**src/hldf_pkg.sv**
```systemverilog
// shared types and constants for the header/length/xor deframer
`timescale 1ns / 1ps

package hldf_pkg;

    localparam logic [2:0] PH_HUNT    = 3'd0;
    localparam logic [2:0] PH_GOT_U   = 3'd1;
    localparam logic [2:0] PH_GOT_N   = 3'd2;
    localparam logic [2:0] PH_GOT_E   = 3'd3;
    localparam logic [2:0] PH_LEN     = 3'd4;
    localparam logic [2:0] PH_TOKEN   = 3'd5;
    localparam logic [2:0] PH_PAYLOAD = 3'd6;

    localparam logic CMD_BYTE = 1'b0;
    localparam logic CMD_TICK = 1'b1;

    localparam logic [7:0] HDR0 = 8'h55;
    localparam logic [7:0] HDR1 = 8'h4E;
    localparam logic [7:0] HDR2 = 8'h45;
    localparam logic [7:0] HDR3 = 8'h52;
    localparam logic [7:0] SEP  = 8'h3A;
    localparam logic [7:0] HDR_XOR = HDR0 ^ HDR1 ^ HDR2 ^ HDR3 ^ SEP;

    localparam logic [7:0] IDLE_RELOAD_RST = 8'd6;

    typedef struct packed {
        logic       cmd;
        logic [7:0] rx_byte;
    } t_item;

    typedef struct packed {
        logic [7:0] out_byte;
        logic       out_last;
        logic       frame_good;
        logic [7:0] frame_length;
    } t_result;

    typedef struct packed {
        logic [2:0] phase;
        logic [7:0] bytes_left;
    } t_status;

endpackage

```
**src/hldf_in_stage.sv**
```systemverilog
// input register stage with stall toward the sender
`timescale 1ns / 1ps

module hldf_in_stage (
    input  logic                i_clk,
    input  logic                i_rst_n,
    input  logic                i_valid,
    output logic                o_stall,
    input  hldf_pkg::t_item     i_item,
    input  logic                i_consume,
    output logic                o_valid,
    output hldf_pkg::t_item     o_item
);

    logic            r_valid;
    hldf_pkg::t_item r_item;

    assign o_stall = r_valid && !i_consume;
    assign o_valid = r_valid;
    assign o_item  = r_item;

    always_ff @(posedge i_clk) begin
        if (!i_rst_n) begin
            r_valid <= 1'b0;
        end else if (!o_stall) begin
            r_valid <= i_valid;
        end
    end

    always_ff @(posedge i_clk) begin
        if (!o_stall && i_valid) begin
            r_item <= i_item;
        end
    end

endmodule

```
**src/hldf_parser.sv**
```systemverilog
// frame parser state, checksum, idle timeout and config register
`timescale 1ns / 1ps

module hldf_parser (
    input  logic                i_clk,
    input  logic                i_rst_n,
    input  logic                i_cfg_we,
    input  logic [7:0]          i_cfg_wdata,
    input  logic                i_fire,
    input  hldf_pkg::t_item     i_item,
    output logic                o_res_valid,
    output hldf_pkg::t_result   o_res,
    output hldf_pkg::t_status   o_status
);

    logic [7:0] r_reload;
    logic [2:0] r_phase;
    logic [7:0] r_bytes_left;
    logic [7:0] r_frame_len;
    logic [7:0] r_xor;
    logic [7:0] r_idle;

    logic [2:0] n_phase;
    logic [7:0] n_bytes_left;
    logic [7:0] n_frame_len;
    logic [7:0] n_xor;
    logic [7:0] n_idle;

    logic [7:0] b;
    logic [2:0] hunt_phase;

    assign b          = i_item.rx_byte;
    assign hunt_phase = (b == hldf_pkg::HDR0) ? hldf_pkg::PH_GOT_U : hldf_pkg::PH_HUNT;

    always_comb begin
        n_phase      = r_phase;
        n_bytes_left = r_bytes_left;
        n_frame_len  = r_frame_len;
        n_xor        = r_xor;
        n_idle       = r_idle;
        o_res_valid  = 1'b0;
        o_res.out_byte     = b;
        o_res.out_last     = 1'b0;
        o_res.frame_good   = 1'b0;
        o_res.frame_length = r_frame_len;
        if (i_fire) begin
            if (i_item.cmd == hldf_pkg::CMD_TICK) begin
                if (r_idle != 8'd0) begin
                    n_idle = r_idle - 8'd1;
                    if (r_idle == 8'd1) begin
                        n_phase = hldf_pkg::PH_HUNT;
                    end
                end
            end else begin
                n_idle = r_reload;
                case (r_phase)
                    hldf_pkg::PH_HUNT: begin
                        n_phase = hunt_phase;
                    end
                    hldf_pkg::PH_GOT_U: begin
                        n_phase = (b == hldf_pkg::HDR1) ? hldf_pkg::PH_GOT_N : hunt_phase;
                    end
                    hldf_pkg::PH_GOT_N: begin
                        n_phase = (b == hldf_pkg::HDR2) ? hldf_pkg::PH_GOT_E : hunt_phase;
                    end
                    hldf_pkg::PH_GOT_E: begin
                        n_phase = (b == hldf_pkg::HDR3) ? hldf_pkg::PH_LEN : hunt_phase;
                    end
                    hldf_pkg::PH_LEN: begin
                        if (b == 8'd0) begin
                            n_phase = hldf_pkg::PH_HUNT;
                        end else begin
                            n_frame_len = b;
                            n_phase     = hldf_pkg::PH_TOKEN;
                        end
                    end
                    hldf_pkg::PH_TOKEN: begin
                        if (b == hldf_pkg::SEP) begin
                            n_xor        = hldf_pkg::HDR_XOR ^ r_frame_len;
                            n_bytes_left = r_frame_len;
                            n_phase      = hldf_pkg::PH_PAYLOAD;
                        end else begin
                            n_phase = hunt_phase;
                        end
                    end
                    hldf_pkg::PH_PAYLOAD: begin
                        o_res_valid = 1'b1;
                        if (r_bytes_left > 8'd1) begin
                            n_xor        = r_xor ^ b;
                            n_bytes_left = r_bytes_left - 8'd1;
                        end else begin
                            n_bytes_left     = 8'd0;
                            n_phase          = hldf_pkg::PH_HUNT;
                            o_res.out_last   = 1'b1;
                            o_res.frame_good = (r_xor == b);
                        end
                    end
                    default: begin
                        n_phase = hldf_pkg::PH_HUNT;
                    end
                endcase
            end
        end
    end

    always_ff @(posedge i_clk) begin
        if (!i_rst_n) begin
            r_reload     <= hldf_pkg::IDLE_RELOAD_RST;
            r_phase      <= hldf_pkg::PH_HUNT;
            r_bytes_left <= 8'd0;
            r_frame_len  <= 8'd0;
            r_xor        <= 8'd0;
            r_idle       <= 8'd0;
        end else begin
            if (i_cfg_we) begin
                r_reload <= i_cfg_wdata;
            end
            r_phase      <= n_phase;
            r_bytes_left <= n_bytes_left;
            r_frame_len  <= n_frame_len;
            r_xor        <= n_xor;
            r_idle       <= n_idle;
        end
    end

    assign o_status.phase      = r_phase;
    assign o_status.bytes_left = r_bytes_left;

endmodule

```
**src/hldf_out_stage.sv**
```systemverilog
// result register toward the receiver
`timescale 1ns / 1ps

module hldf_out_stage (
    input  logic                i_clk,
    input  logic                i_rst_n,
    input  logic                i_load_valid,
    input  hldf_pkg::t_result   i_load,
    output logic                o_free,
    output logic                o_valid,
    input  logic                i_stall,
    output hldf_pkg::t_result   o_res
);

    logic              r_valid;
    hldf_pkg::t_result r_res;

    assign o_free  = !r_valid || !i_stall;
    assign o_valid = r_valid;
    assign o_res   = r_res;

    always_ff @(posedge i_clk) begin
        if (!i_rst_n) begin
            r_valid <= 1'b0;
        end else if (o_free) begin
            r_valid <= i_load_valid;
        end
    end

    always_ff @(posedge i_clk) begin
        if (o_free && i_load_valid) begin
            r_res <= i_load;
        end
    end

endmodule

```
**src/header_length_xor_deframer.sv**
```systemverilog
// path: a byte transfer passes the input reg, the combinational parser, then the result reg (loaded only when free)
// throughput: one item per cycle while the receiver does not stall, set by the single-pass parser between the two regs
// ticks and header bytes give no result but still pass through the parser and need a free result reg
// reset: synchronous active low, parser hunts for a frame start, timeout reload is 6
// reset clears both stage valids, so nothing is shown until a new frame arrives
`timescale 1ns / 1ps

module header_length_xor_deframer (
    input  logic       i_clk,
    input  logic       i_rst_n,
    input  logic       i_in_valid,
    output logic       o_in_stall,
    input  logic       i_cmd,
    input  logic [7:0] i_rx_byte,
    output logic       o_out_valid,
    input  logic       i_out_stall,
    output logic [7:0] o_out_byte,
    output logic       o_out_last,
    output logic       o_frame_good,
    output logic [7:0] o_frame_length,
    input  logic       i_cfg_we,
    input  logic [7:0] i_cfg_wdata
);

    hldf_pkg::t_item   in_item;
    hldf_pkg::t_item   stage_item;
    hldf_pkg::t_result res;
    hldf_pkg::t_result out_res;
    hldf_pkg::t_status status;
    logic              stage_valid;
    logic              out_free;
    logic              fire;
    logic              res_valid;

    assign in_item.cmd     = i_cmd;
    assign in_item.rx_byte = i_rx_byte;
    assign fire            = stage_valid && out_free;

    hldf_in_stage u_in (
        .i_clk     (i_clk),
        .i_rst_n   (i_rst_n),
        .i_valid   (i_in_valid),
        .o_stall   (o_in_stall),
        .i_item    (in_item),
        .i_consume (fire),
        .o_valid   (stage_valid),
        .o_item    (stage_item)
    );

    hldf_parser u_parser (
        .i_clk       (i_clk),
        .i_rst_n     (i_rst_n),
        .i_cfg_we    (i_cfg_we),
        .i_cfg_wdata (i_cfg_wdata),
        .i_fire      (fire),
        .i_item      (stage_item),
        .o_res_valid (res_valid),
        .o_res       (res),
        .o_status    (status)
    );

    hldf_out_stage u_out (
        .i_clk        (i_clk),
        .i_rst_n      (i_rst_n),
        .i_load_valid (res_valid),
        .i_load       (res),
        .o_free       (out_free),
        .o_valid      (o_out_valid),
        .i_stall      (i_out_stall),
        .o_res        (out_res)
    );

    assign o_out_byte     = out_res.out_byte;
    assign o_out_last     = out_res.out_last;
    assign o_frame_good   = out_res.frame_good;
    assign o_frame_length = out_res.frame_length;

`ifndef SYNTH
    // results only come from a frame in its payload with bytes still due
    a_res_in_payload: assert property (@(posedge i_clk) disable iff (!i_rst_n)
        res_valid |-> (status.phase == hldf_pkg::PH_PAYLOAD && status.bytes_left != 8'd0))
        else $error("result outside payload");

    // input side stalls only while the input reg holds an item not moving on
    a_stall_reason: assert property (@(posedge i_clk) disable iff (!i_rst_n)
        o_in_stall |-> (stage_valid && !out_free))
        else $error("stall without full stages");

    // the last byte of a frame sends the parser back to hunting
    a_last_ends_frame: assert property (@(posedge i_clk) disable iff (!i_rst_n)
        (res_valid && out_free && res.out_last) |=> (status.phase == hldf_pkg::PH_HUNT))
        else $error("frame not closed after last byte");

    // nothing is shown right after reset
    a_reset_clear: assert property (@(posedge i_clk)
        !i_rst_n |=> !o_out_valid)
        else $error("output valid after reset");
`endif

endmodule
```
**config.mk**
```make
export PLATFORM = sky130hd
export DESIGN_NAME = header_length_xor_deframer
export DESIGN_NICKNAME = d
export VERILOG_FILES = /design/src/hldf_pkg.sv /design/src/hldf_in_stage.sv /design/src/hldf_parser.sv /design/src/hldf_out_stage.sv /design/src/header_length_xor_deframer.sv
export SDC_FILE = /design/constraint.sdc
export NUM_CORES = 1
export LEC_CHECK = 0
export BUFFER_PORTS_ARGS = -buffer_cell sky130_fd_sc_hd__buf_2
export CAP_MARGIN = 20
export CORE_ASPECT_RATIO = 0.7
export CORE_UTILIZATION = 31
export CTS_BUF_LIST = sky130_fd_sc_hd__clkbuf_8
export DETAILED_ROUTE_END_ITERATION = 10
export MAX_ROUTING_LAYER = met4
export PLACE_DENSITY = 0.58
export SLEW_MARGIN = 10
export SYNTH_ARGS = -nofsm -noshare
export SYNTH_HDL_FRONTEND = slang
export SYNTH_HIERARCHICAL = 1
export SYNTH_SLANG_ARGS = --single-unit
export TNS_END_PERCENT = 5
```
**constraint.sdc**
```tcl
create_clock -name i_clk -period 3.1 [get_ports i_clk]
set_input_delay 0.31 -clock i_clk [delete_from_list [all_inputs] [get_ports i_clk]]
set_output_delay 0.31 -clock i_clk [all_outputs]
set_load 0.01 [all_outputs]
```
=== After elaboration in Yosys (flattened, before gate mapping) ===
Index checks and enable logic that the tools add are counted.

* $add $sub $neg: 2
* Mux-type cells: 23
* Reduce and logical (&&, ||, !) cells: 20
* Order comparisons: 1
* Equal/unequal tests: 18
* Bitwise logic cells: 6

{| class="wikitable"
|+ Operators by type and width
! operator !! number
|-
| $mux W8 || 6
|-
| $eq A8 B7 Y1 const B || 4
|-
| $pmux W8 S2 || 2
|-
| $mux W3 || 9
|-
| $pmux W3 S7 || 1
|-
| $sub A8 B1 Y8 const B || 2
|-
| $reduce_and A4 Y1 || 3
|-
| $eq A3 B3 Y1 const B || 3
|-
| $eq A8 B1 Y1 const B || 1
|-
| $eq A8 B6 Y1 const B || 1
|-
| $eq A8 B8 Y1 || 1
|-
| $gt A8 B1 Y1 const B || 1
|-
| $logic_not A8 Y1 || 1
|-
| $ne A2 B1 Y1 const B || 4
|-
| $reduce_bool A8 Y1 || 1
|-
| $xor A8 B8 Y8 || 1
|-
| $eq A3 B2 Y1 const B || 2
|-
| $reduce_and A5 Y1 || 1
|-
| $logic_and A1 B1 Y1 || 4
|-
| $logic_not A1 Y1 || 4
|-
| $mux W1 || 4
|-
| $not A1 Y1 || 4
|-
| $not A4 Y4 || 1
|-
| $reduce_or A4 Y1 || 1
|-
| other kinds (8) || 8
|}

* Register bits: 72
* Logic and storage cells: 84

=== Logic depth before layout (Yosys ltp) ===
Gate-level depths: netlist of the first run.

* Word-level depth: 7
* Gate-level depth with buffers: 8
* Mapped depth without buffers: 7

=== Hierarchy ===
Netlist of the first run, hierarchy kept.

{| class="wikitable"
|+ Modules (own cells, without submodules)
! module !! cells an instance !! area each (um^2) !! times used
|-
| hldf_parser || 321 || 2631.3 || 1
|-
| hldf_out_stage || 23 || 581.8 || 1
|-
| hldf_in_stage || 13 || 317.8 || 1
|-
| header_length_xor_deframer || 1 || 6.3 || 1
|}

=== Least setup slack after synthesis of the first run ===
Ideal clock, no wire load.

* Path kind: register to register
* Start: reg u_out.r_valid, in the netlist u_out/o_valid
* End: reg u_out.r_res, in the netlist u_out/o_res[0], enable pin
* Cell stages (with the launch flop): 7
* Period minus slack after synthesis: 2003 ps
* Library setup time: 376 ps
* Buffers on the path: 0
* Data arrival time: 1627 ps
* Path slack: 1097 ps
* Path through: dfxtp_1 -> nand2_1 -> and2_1 -> nor2b_1 -> nand2_2 -> inv_1 -> and2_1

* Longest elaborated chain between the ends: 5

{| class="wikitable"
|+ Ends and longest elaborated chain
! what !! line !! text
|-
| start: declaration || hldf_out_stage.sv:15 || <nowiki>logic r_valid;</nowiki>
|-
| start signal: assignment || hldf_out_stage.sv:26 || <nowiki>r_valid <= i_load_valid;</nowiki>
|-
| $logic_not A1 Y1 || hldf_out_stage.sv:18 || <nowiki>assign o_free = !r_valid || !i_stall;</nowiki>
|-
| $logic_or A1 B1 Y1 || hldf_out_stage.sv:18 ||
|-
| net out_free || header_length_xor_deframer.sv:31 || <nowiki>logic out_free;</nowiki>
|-
| $logic_and A1 B1 Y1 || header_length_xor_deframer.sv:37 || <nowiki>assign fire = stage_valid && out_free;</nowiki>
|-
| net fire || header_length_xor_deframer.sv:32 || <nowiki>logic fire;</nowiki>
|-
| $mux W1 || hldf_parser.sv:46 || <nowiki>if (i_fire) begin</nowiki>
|-
| net res_valid || header_length_xor_deframer.sv:33 || <nowiki>logic res_valid;</nowiki>
|-
| $logic_and A1 B1 Y1 || hldf_out_stage.sv:31 || <nowiki>if (o_free && i_load_valid) begin</nowiki>
|-
| end signal: assignment || hldf_out_stage.sv:32 || <nowiki>r_res <= i_load;</nowiki>
|-
| end: declaration || hldf_out_stage.sv:16 || <nowiki>hldf_pkg::t_result r_res;</nowiki>
|}

The timed path passes the listed nets, and every way through them passes these cells.
A chain may end at the register's enable or synchronous reset.

=== Worst setup path after layout of the first run ===
* Start: reg u_parser.r_bytes_left[0]
* End: reg u_parser.r_xor[0]

* Longest elaborated chain between the ends: 3

{| class="wikitable"
|+ Ends and longest elaborated chain
! what !! line !! text
|-
| start: declaration || hldf_parser.sv:18 || <nowiki>logic [7:0] r_bytes_left;</nowiki>
|-
| start signal: assignment || hldf_parser.sv:119 || <nowiki>r_bytes_left <= n_bytes_left;</nowiki>
|-
| $gt A8 B1 Y1 || hldf_parser.sv:88 || <nowiki>if (r_bytes_left > 8'd1) begin</nowiki>
|-
| $ne A2 B1 Y1 (no source line) || - ||
|-
| $reduce_and A5 Y1 (no source line) || - ||
|-
| end signal: assignment || hldf_parser.sv:121 || <nowiki>r_xor <= n_xor;</nowiki>
|-
| end: declaration || hldf_parser.sv:20 || <nowiki>logic [7:0] r_xor;</nowiki>
|}

No other way between the ends.

==> reports/qor.txt, run 1 <==
Worst-path clk slew = 0.07 ns
fraction of final layout cells sized beyond drive strength 1 = 0.189
number of global-route vias before repair = 2630
timing endpoint of the critical path = u_parser/r_xor[0]
Vias = 2719
later-pin clock latency in the skew report = 0.35 ns
number of flops mapped to enable cells by yosys = 27
FF-to-FF path depth = 7
WL/cell = 14.8 µm
DRT Pass-1 Iters = 5
post-route fraction of the period consumed by the critical path = 0.730
startpoint type of the worst setup path = register
die area = 11800 µm²
Clock Power Share = 0.376
number of buffers inserted by post-CTS setup repair = 0
DRC marker count from the first detailed-route iteration = 155
Detailed Route WL = 8.07 mm
final setup vio count = 0
hold buffers post-CTS = 0
worst max-slew margin expressed relative to the limit = 0.520
run status = finished, final reports clean
Power Density = 482 nW/µm²
post-synthesis share of cell area spent on full adders, half adders and majority gates = 0.0141
DIE WIDTH = 130 µm
Global Route Usage Sum = 0.152
maximum capacitance violations = 0
first-pass GRT wire length = 13.4 mm
fraction of synthesized cell area in xor and xnor cells = 0.0198
post-route ant nets = 0
area of the mapped netlist = 3540 µm²
CP Capture Type = register
beginning of the worst register-to-register path = u_parser/r_bytes_left[0]
PostCTS Resize Cnt = 0
share of the yosys chip area belonging to registers = 0.484
fillcell total = 1154
sequential share of power = 0.543
maximum VDD drop = 0.275 mV
Die Y-Extent = 91.4 µm
Net Count, Synth = 384
most frequent cells in the layout = 45 x sky130_fd_sc_hd__dfxtp_1, 42 x sky130_fd_sc_hd__nor2_1, 41 x sky130_fd_sc_hd__buf_2
DRC Markers = 0
area taken by multi-input logic gates = 1620 µm²
number of placement rows = 32
smallest hold slack = 0.137 ns
FMAX = 0.442 GHz
Internal Pwr Total = 1450 µW
buffer levels on the longest clock path = 2
category of the critical setup timing path = register to register
skew final = 0.0107 ns
final period demand of the worst path = 2.26 ns
clock buffer count from CTS = 9
worst flop-to-flop path endpoint = u_parser/r_xor[0]
number of placed I/O pins = 42
minimum setup slack among reg-to-reg paths = 0.84 ns
critical path startpoint = u_parser/r_bytes_left[0]
maximum number of pins on one net before global-route repair = 33
area added between synthesis and finish = 12.8%
core region area = 11100 µm²
unrepaired setup endpoints after global routing = false
asr flop ratio synth = 0
overall power = 1930 µW
cell taking the most area after synthesis = sky130_fd_sc_hd__dfxtp_1
TritonCTS clock tree = yes
half-perimeter wire length after detailed placement = 5.64 mm
multiplexer share of the synthesized area = 0.0453
Post-Synth Simple-Gate Area = 0.203
combined flip-flop and latch cell area = 1710 µm²
CTS sink cnt = 72
P_sw = 473 µW
Arrival @ worst endpoint = 2.50 ns
Yosys Warn Count = 6
leakage power total = 0.00142 µW
CTS root buffer = sky130_fd_sc_hd__clkbuf_8
Avg Vias per Cell = 5.00
Final WS setup = 0.836 ns
Worst Path Required = 3.34 ns
number of antenna violations at the first check in global routing = 0
number of unique standard cell types used by synthesis = 64
effective utilization at floorplan = 0.320
worst hold-check path type = primary input to register
Final Hold Vio Count = 0
port bufs = 41
overall overflow remaining after global route = 0
highest net fanout along the worst path = 15
count of H-tree levels built during CTS = 3
slew at the pin closest to its max-slew limit = 0.719 ns
Layout Nets = 412
top area cells in the synthesized netlist = sky130_fd_sc_hd__dfxtp_1 25%, sky130_fd_sc_hd__edfxtp_1 23%, sky130_fd_sc_hd__mux2i_1 4.5%
post-synthesis register bit count = 72
setup total negative slack = 0 ns
switching share of power = 0.246
proportion of power drawn by combinational gates = 0.081
share of the synthesized area in the top cell type = 0.255
Setup Slack @ Placement = 0.822 ns
average footprint of a synthesized cell = 9.88 µm²
prevailing post-synth register cell = sky130_fd_sc_hd__dfxtp_1
fin. max-slew vios = 0
Inserted Diodes = 0
last weighted congestion value of the routability-driven placer = 0.863
synthesized instance count = 358
most common cell after layout, fill and taps aside = sky130_fd_sc_hd__dfxtp_1
fraction of the mapped netlist area in compound gates = 0.174
main combinational cell family by area after synthesis = simple AND/OR/NAND/NOR gates
power groups by stage:
stage | clock network (µW) | logic (µW) | registers, µW
finish | 724 | 157 | 1050
global route | 791 | 177 | 1050
CTS | 752 | 156 | 1040
detailed placement | 0 | 155 | 1070
global placement | 0 | 152 | 1060
floorplan | 0 | 133 | 1040
cells by family (layout without fill, tap and decap cells):
logic type                 after synthesis  in the layout
and+or+nand+nor                        129            129
AOI/OAI and AO/OA                       88             88
DFF                                     72             72
buffers and inverters                   41             74
muxes                                   16             16
xor gates and xnor gates                 8              8
adders and majority gates                4              4
state kept, by name (all words and copies together), names as in the netlist:
register / cells
u_in/o_item: 9
u_parser/r_reload: 8
u_parser/r_xor: 8
u_parser/r_idle: 8
u_parser/r_frame_len: 8
u_parser/r_bytes_left: 8
u_parser/r_phase: 3
u_in/o_valid: 1
u_out/o_valid: 1
u_out/o_res: 18
cell usage after synthesis (3+ instances only):
master,n
sky130_fd_sc_hd__buf_2,8
sky130_fd_sc_hd__a21oi_1,26
sky130_fd_sc_hd__ha_1,4
sky130_fd_sc_hd__nor2b_1,5
sky130_fd_sc_hd__nand4_1,3
sky130_fd_sc_hd__nand2_1,27
sky130_fd_sc_hd__nor4_1,5
sky130_fd_sc_hd__clkbuf_1,8
sky130_fd_sc_hd__xnor2_1,8
sky130_fd_sc_hd__nand3_1,6
sky130_fd_sc_hd__dfxtp_1,45
sky130_fd_sc_hd__and3_1,3
sky130_fd_sc_hd__o21a_1,4
sky130_fd_sc_hd__edfxtp_1,27
sky130_fd_sc_hd__a32o_1,7
sky130_fd_sc_hd__a211oi_1,4
sky130_fd_sc_hd__mux2i_1,16
sky130_fd_sc_hd__buf_4,8
sky130_fd_sc_hd__nor2_1,42
sky130_fd_sc_hd__nand3b_1,5
sky130_fd_sc_hd__a31oi_1,3
sky130_fd_sc_hd__and2_1,3
sky130_fd_sc_hd__nor3_1,5
sky130_fd_sc_hd__inv_1,13
sky130_fd_sc_hd__nand2b_1,3
sky130_fd_sc_hd__o21ai_0,21
worst min-delay path by stage:
stage	slack, ns	start	cells past startpoint	to
after floorplan	0.41	i_rx_byte[0]	0	u_in/o_item[0]
after global placement	0.45	u_parser/r_frame_len[4]	0	u_out/o_res[4]
after detailed placement	0.46	u_parser/r_frame_len[4]	0	u_out/o_res[4]
after CTS	0.11	i_rx_byte[7]	1	u_in/o_item[7]
after global routing	0.11	i_rx_byte[0]	1	u_in/o_item[0]
final	0.14	i_rx_byte[7]	1	u_in/o_item[7]
layout make-up:
class | count | area share
clock buffer | 10 | 0.0345
clock inverter | 6 | 0.0129
inverter | 13 | 0.0122
multi-input combinational | 245 | 0.405
sequential | 72 | 0.429
tap | 153 | 0.0480
timing repair buffer | 45 | 0.0589
critical path, cell delays in order, from the launching register on:
cell and delay [ns]:
sky130_fd_sc_hd__dfxtp_1 0.38, sky130_fd_sc_hd__inv_1 0.08, sky130_fd_sc_hd__ha_1 0.23, sky130_fd_sc_hd__nor2_1 0.35
sky130_fd_sc_hd__nor3_4 0.12, sky130_fd_sc_hd__o21ai_2 0.51, sky130_fd_sc_hd__o21ai_0 0.19, sky130_fd_sc_hd__a32o_1 0.29
per-layer routing:
layer / routed length, µm / up-vias / GRT usage
met3: 426 / 6 / 0.0483
met2: 3430 / 81 / 0.204
li1: - / 1359 / -
met5: 0 / - / -
met1: 4160 / 1273 / 0.215
met4: 55 / 0 / 0.0455
through the flow:
| step | std cells | area, µm² | utilization |
|---|---|---|---|
| floorplan | 358 | 3540 | - |
| global placement | 528 | 3800 | 0.344 |
| detailed placement | 528 | 3800 | 0.344 |
| CTS | 544 | 3990 | 0.361 |
| global route | 544 | 3990 | 0.361 |
| finish | 544 | 3990 | 0.361 |
No activity file was read; power rests on OpenSTA's default activity.
==> run 2: changes to the inputs <==
--- a/config.mk
+++ b/config.mk
@@ -12,7 +12,7 @@
 export CTS_BUF_LIST = sky130_fd_sc_hd__clkbuf_8
 export DETAILED_ROUTE_END_ITERATION = 10
 export MAX_ROUTING_LAYER = met4
-export PLACE_DENSITY = 0.58
+export PLACE_DENSITY = 0.6
 export SLEW_MARGIN = 10
 export SYNTH_ARGS = -nofsm -noshare
 export SYNTH_HDL_FRONTEND = slang
==> constraint.sdc (replaced) <==
create_clock -name i_clk -period 1.9 [get_ports i_clk]
set_input_delay 0.19 -clock i_clk [delete_from_list [all_inputs] [get_ports i_clk]]
set_output_delay 0.19 -clock i_clk [all_outputs]
set_load 0.01 [all_outputs]
==> reports/qor.txt, run 2 (synthesis gave the netlist of run 1 again) <==
run status = finished, final reports clean
core region area = 11100 µm² (unchanged)
number of flip-flops under the largest register name = 18 (unchanged)
P_sw = 803 µW (+70%)
final period demand of the worst path = 1.74 ns (-0.521 ns)
cells along the critical path = nor4_4, nand4_2, o21ai_2, buf_12, o21ai_0, a32o_1
post-route fraction of the period consumed by the critical path = 0.918 (+0.187)
Arrival @ worst endpoint = 1.99 ns (-0.51 ns)
number of placed instances with taps included = 552 (+4.5%)
maximum number of pins on one net before global-route repair = 23 (-30%)
FMAX = 0.574 GHz (+30%)
fraction of final layout cells sized beyond drive strength 1 = 0.250 (+0.0607)
Global Route Usage Sum = 0.159 (+0.00613)
highest net fanout along the worst path = 15 (unchanged)
CTS sink cnt = 72 (unchanged)
Layout Nets = 445 (+8.0%)
last weighted congestion value of the routability-driven placer = 0.821 (-4.8%)
skew final = 0.00938 ns (-0.00131 ns)
Final Hold Vio Count = 0 (unchanged)
DRC marker count from the first detailed-route iteration = 191 (+23%)
overall overflow remaining after global route = 0 (unchanged)
count of H-tree levels built during CTS = 3 (unchanged)
most frequent cells in the layout = 45 x sky130_fd_sc_hd__dfxtp_1, 41 x sky130_fd_sc_hd__buf_2, 41 x sky130_fd_sc_hd__nor2_1
die area = 11800 µm² (unchanged)
clock buffer count from CTS = 9 (unchanged)
post-detailed-placement cell area = 4010 µm² (+5.4%)
worst max-slew margin expressed relative to the limit = 0.731 (+0.211)
port bufs = 41 (unchanged)
worst-path cell with the longest stage delay = sky130_fd_sc_hd__edfxtp_1
CTS root buffer = sky130_fd_sc_hd__clkbuf_8
Avg Vias per Cell = 4.98 (-0.34%)
later-pin clock latency in the skew report = 0.36 ns (about the same)
Power Density = 741 nW/µm² (+54%)
sequential share of power = 0.527 (-0.016)
switching share of power = 0.252 (+0.00610)
worst hold-check path type = primary input to register
number of placement rows = 32 (unchanged)
family with the most delay on the worst path = simple AND/OR/NAND/NOR gates
CP Capture Type = register
unrepaired setup endpoints after global routing = true
Clock Power Share = 0.367 (-0.009)
area added between synthesis and finish = 21.8%
final setup vio count = 0 (unchanged)
first-pass GRT wire length = 13.9 mm (+3.5%)
category of the critical setup timing path = register to register
half-perimeter wire length after detailed placement = 5.97 mm (+5.9%)
maximum VDD drop = 0.410 mV (+49%)
most common cell after layout, fill and taps aside = sky130_fd_sc_hd__dfxtp_1
smallest hold slack = 0.0449 ns (-0.0918 ns)
DIE WIDTH = 130 µm (unchanged)
maximum capacitance violations = 0 (unchanged)
number of antenna violations at the first check in global routing = 0 (unchanged)
DRT Pass-1 Iters = 4 (-1)
leakage power total = 0.00157 µW (+11%)
effective utilization at floorplan = 0.320 (unchanged)
buffer levels on the longest clock path = 2 (unchanged)
Detailed Route WL = 8.40 mm (+4.1%)
Worst-path clk slew = 0.07 ns (about the same)
delay of the slowest critical-path stage = 0.47 ns (-0.04 ns)
startpoint type of the worst setup path = register
WL/cell = 14.6 µm (-1.9%)
proportion of power drawn by combinational gates = 0.106 (+0.025)
crit path buf inv count = 1 (unchanged)
number of global-route vias before repair = 2722 (+3.5%)
Worst Path Required = 2.15 ns (-1.19 ns)
post-route ant nets = 0 (unchanged)
cell area after layout = 4310 µm² (+7.9%)
TritonCTS clock tree = yes
Die Y-Extent = 91.4 µm (unchanged)
fin. max-slew vios = 0 (unchanged)
Vias = 2874 (+5.7%)
Internal Pwr Total = 2390 µW (+64%)
final cell count without fillers = 577 (+6.1%)
DRC Markers = 0 (unchanged)
number of buffers inserted by post-CTS setup repair = 0 (unchanged)
number of placed I/O pins = 42 (unchanged)
slew at the pin closest to its max-slew limit = 0.393 ns (-0.326 ns)
Inserted Diodes = 0 (unchanged)
run 2: cell types whose count changed in the layout (fill, tap and decap cells not counted), sizes merged:
cell / delta
clkbuf: -1
buf: +24
inv: -1
dlygate4sd3: +9
clkinvlp: +2
run 2: final cells by class:
| class | instances | area, µm² |
|---|---|---|
| timing repair buffer | 78 | 531 |
| inverter | 13 | 48.8 |
| multi-input combinational | 245 | 1640 |
| clock inverter | 7 | 63.8 |
| clock buffer | 9 | 124 |
| tap | 153 | 191 |
| sequential | 72 | 1710 |
| fill | 1113 | 6740 |
run 2: final timing paths:
path / endpoint / slack (ns) / cells after the start / from
setup / recovery: u_parser/r_xor[1] / 0.16 / 6 / u_in/o_item[0]
hold reg to reg: u_parser/r_reload[2] / 0.48 / 2 / u_parser/r_reload[2]
setup reg to reg: u_parser/r_xor[1] / 0.16 / 6 / u_in/o_item[0]
hold / removal: u_parser/r_reload[2] / 0.04 / 3 / i_cfg_wdata[2]
run 2: worst register-to-register path: cells and delay by family, from the launching register on:
family / cells / cell delay [ns]
AND/OR/NAND/NOR: 2 / 0.56
flip-flops: 1 / 0.47
AO/OA/AOI/OAI: 3 / 0.46
buffers and inverters: 1 / 0.16
run 2: power groups by stage:
stage | Sequential, µW | Combinational, µW | Clock (µW)
finish | 1680 | 337 | 1170
global route | 1690 | 374 | 1260
CTS | 1680 | 334 | 1210
detailed placement | 1710 | 318 | 0
global placement | 1710 | 316 | 0
floorplan | 1700 | 217 | 0
run 2: timing repair:
| action | 4_1_cts | 5_1_grt |
|---|---|---|
| endpoints found under the setup margin | 0 | 15 |
| hold buffers | 9 | 0 |
| gates resized for setup | 0 | 6 |
| hold endpoints to repair | 9 | 0 |
run 2: metal layers:
metal  wire length (µm)  track usage
met5                  0            -
met4                116       0.0543
met3                444       0.0454
met2               3470        0.211
met1               4370        0.225
run 2: stage by stage:
stage	util	power (µW)	setup slack, ns	setup TNS (ns)
after floorplan	-	1920	0.0867	0
after global placement	0.363	2030	0.0944	0
after detailed placement	0.363	2030	0.0843	0
after CTS	0.388	3220	0.0535	0
after global routing	0.390	3320	-0.0129	-0.0129
final	0.390	3190	0.157	0
==> run 3: changes to the inputs <==
--- a/config.mk
+++ b/config.mk
@@ -8,11 +8,12 @@
 export BUFFER_PORTS_ARGS = -buffer_cell sky130_fd_sc_hd__buf_2
 export CAP_MARGIN = 20
 export CORE_ASPECT_RATIO = 0.7
-export CORE_UTILIZATION = 31
+export CORE_UTILIZATION = 35
 export CTS_BUF_LIST = sky130_fd_sc_hd__clkbuf_8
+export CTS_CLUSTER_SIZE = 10
 export DETAILED_ROUTE_END_ITERATION = 10
 export MAX_ROUTING_LAYER = met4
-export PLACE_DENSITY = 0.6
+export PLACE_DENSITY_LB_ADDON = 0.3
 export SLEW_MARGIN = 10
 export SYNTH_ARGS = -nofsm -noshare
 export SYNTH_HDL_FRONTEND = slang
==> reports/qor.txt, run 3 (synthesis gave the netlist of run 1 again) <==
Vias = 2898 (+0.84%)
final cell count without fillers = 561 (-2.8%)
final setup vio count = 0 (unchanged)
half-perimeter wire length after detailed placement = 6.04 mm (+1.2%)
leakage power total = 0.00165 µW (+4.9%)
highest net fanout along the worst path = 5 (-10)
worst max-slew margin expressed relative to the limit = 0.727 (-0.00364)
Power Density = 799 nW/µm² (+7.8%)
delay of the slowest critical-path stage = 0.43 ns (-0.04 ns)
Worst Path Required = 2.05 ns (-0.10 ns)
CP Capture Type = register
port bufs = 41 (unchanged)
Arrival @ worst endpoint = 1.99 ns (about the same)
first-pass GRT wire length = 13.5 mm (-2.7%)
CTS root buffer = sky130_fd_sc_hd__clkbuf_8
number of flip-flops under the largest register name = 18 (unchanged)
overall overflow remaining after global route = 0 (unchanged)
last weighted congestion value of the routability-driven placer = 0.886 (+7.9%)
die area = 10500 µm² (-11%)
TritonCTS clock tree = yes
area added between synthesis and finish = 24.0%
maximum VDD drop = 0.521 mV (+27%)
DIE WIDTH = 122 µm (-5.8%)
maximum number of pins on one net before global-route repair = 23 (unchanged)
Detailed Route WL = 8.29 mm (-1.3%)
Worst-path clk slew = 0.07 ns (about the same)
later-pin clock latency in the skew report = 0.36 ns (about the same)
maximum capacitance violations = 0 (unchanged)
startpoint type of the worst setup path = register
Die Y-Extent = 86.1 µm (-5.8%)
crit path buf inv count = 0 (-1)
most frequent cells in the layout = 45 x sky130_fd_sc_hd__dfxtp_1, 41 x sky130_fd_sc_hd__buf_2, 41 x sky130_fd_sc_hd__nor2_1
effective utilization at floorplan = 0.362 (+0.0423)
skew final = 0.0100 ns (+0.000620 ns)
number of placement rows = 30 (-6.3%)
Avg Vias per Cell = 5.17 (+3.7%)
post-route ant nets = 0 (unchanged)
Global Route Usage Sum = 0.175 (+0.0165)
number of antenna violations at the first check in global routing = 0 (unchanged)
cells along the critical path = or3_4, nor3_4, nand2_1, nor4_2
buffer levels on the longest clock path = 2 (unchanged)
WL/cell = 14.8 µm (+1.5%)
fin. max-slew vios = 0 (unchanged)
family with the most delay on the worst path = simple AND/OR/NAND/NOR gates
Inserted Diodes = 0 (unchanged)
DRT Pass-1 Iters = 4 (unchanged)
core region area = 9760 µm² (-12%)
number of placed I/O pins = 42 (unchanged)
DRC marker count from the first detailed-route iteration = 154 (-19%)
CTS sink cnt = 72 (unchanged)
slew at the pin closest to its max-slew limit = 0.399 ns (+0.00532 ns)
fin util = 0.449 (+0.0598)
number of placed instances with taps included = 537 (-2.7%)
worst-path cell with the longest stage delay = sky130_fd_sc_hd__or3_4
count of H-tree levels built during CTS = 3 (unchanged)
worst hold-check path type = primary input to register
minimum setup slack among reg-to-reg paths = 0.06 ns (-0.10 ns)
post-route fraction of the period consumed by the critical path = 0.968 (+0.0506)
run status = finished, final reports clean
fraction of final layout cells sized beyond drive strength 1 = 0.266 (+0.0156)
category of the critical setup timing path = register to register
number of global-route vias before repair = 2706 (-0.59%)
DRC Markers = 0 (unchanged)
final period demand of the worst path = 1.84 ns (+0.0962 ns)
Layout Nets = 454 (+2.0%)
most common cell after layout, fill and taps aside = sky130_fd_sc_hd__dfxtp_1
clock buffer count from CTS = 9 (unchanged)
Final Hold Vio Count = 0 (unchanged)
FMAX = 0.544 GHz (-5.2%)
[run 3: cell count changes in the layout (fill, tap and decap cells not counted), sizes merged]
cell / change
buf: +10
clkbuf: +1
clkinvlp: -2
clkinv: -1
dlygate4sd3: -1
bufinv: +2
[run 3: worst paths after layout]
check,from,end,cells past startpoint
worst max-delay path,u_parser/r_bytes_left[5],u_out/o_res[8],4
worst min-delay path,i_cmd,u_in/o_item[8],1
worst min register to register,u_parser/r_bytes_left[1],u_parser/r_bytes_left[1],2
worst max register to register,u_parser/r_bytes_left[5],u_out/o_res[8],4
[run 3: repair_timing]
action | in CTS | in global routing
gates resized for setup | 1 | 5
endpoints found under the hold margin | 8 | 0
buffers inserted | 0 | 0
hold buffers | 8 | 0
endpoints found under the setup margin | 5 | 10
[run 3: metal layers]
metal  global-route usage  part of all wire
met1                0.241              0.51
met2                0.247              0.43
met3               0.0479             0.049
met4               0.0532             0.011
met5                    -                 0
[run 3: layout make-up]
type                            instances  area, µm²
Tap cell                              128        160
Multi-Input combinational cell        245       1640
Inverter                               13       48.8
Fill cell                             958       5370
Clock buffer                           10        138
Timing Repair Buffer                   87        583
Clock inverter                          6        108
Sequential cell                        72       1710
[run 3: power breakdown]
| part | leakage [µW] | total [µW] | internal [µW] | switching [µW] |
|---|---|---|---|---|
| sequential | 0.000593 | 1680 | 1640 | 43.5 |
| combinational | 0.000929 | 342 | 160 | 182 |
| clock | 0.000128 | 1480 | 903 | 579 |
[run 3: metrics by stage]
step	setup WS [ns]	cell area (µm²)	total power [µW]	hold slack, ns	TNS, ns
global route	-0.0198	4390	3640	0.00744	-0.0198
finish	0.0604	4390	3500	0.0197	0
global placement	0.0575	4040	2040	0.367	0
CTS	0.0200	4370	3530	0.00145	0
detailed placement	-0.0335	4040	2040	0.369	-0.0362
floorplan	0.0867	3540	1920	0.289	0
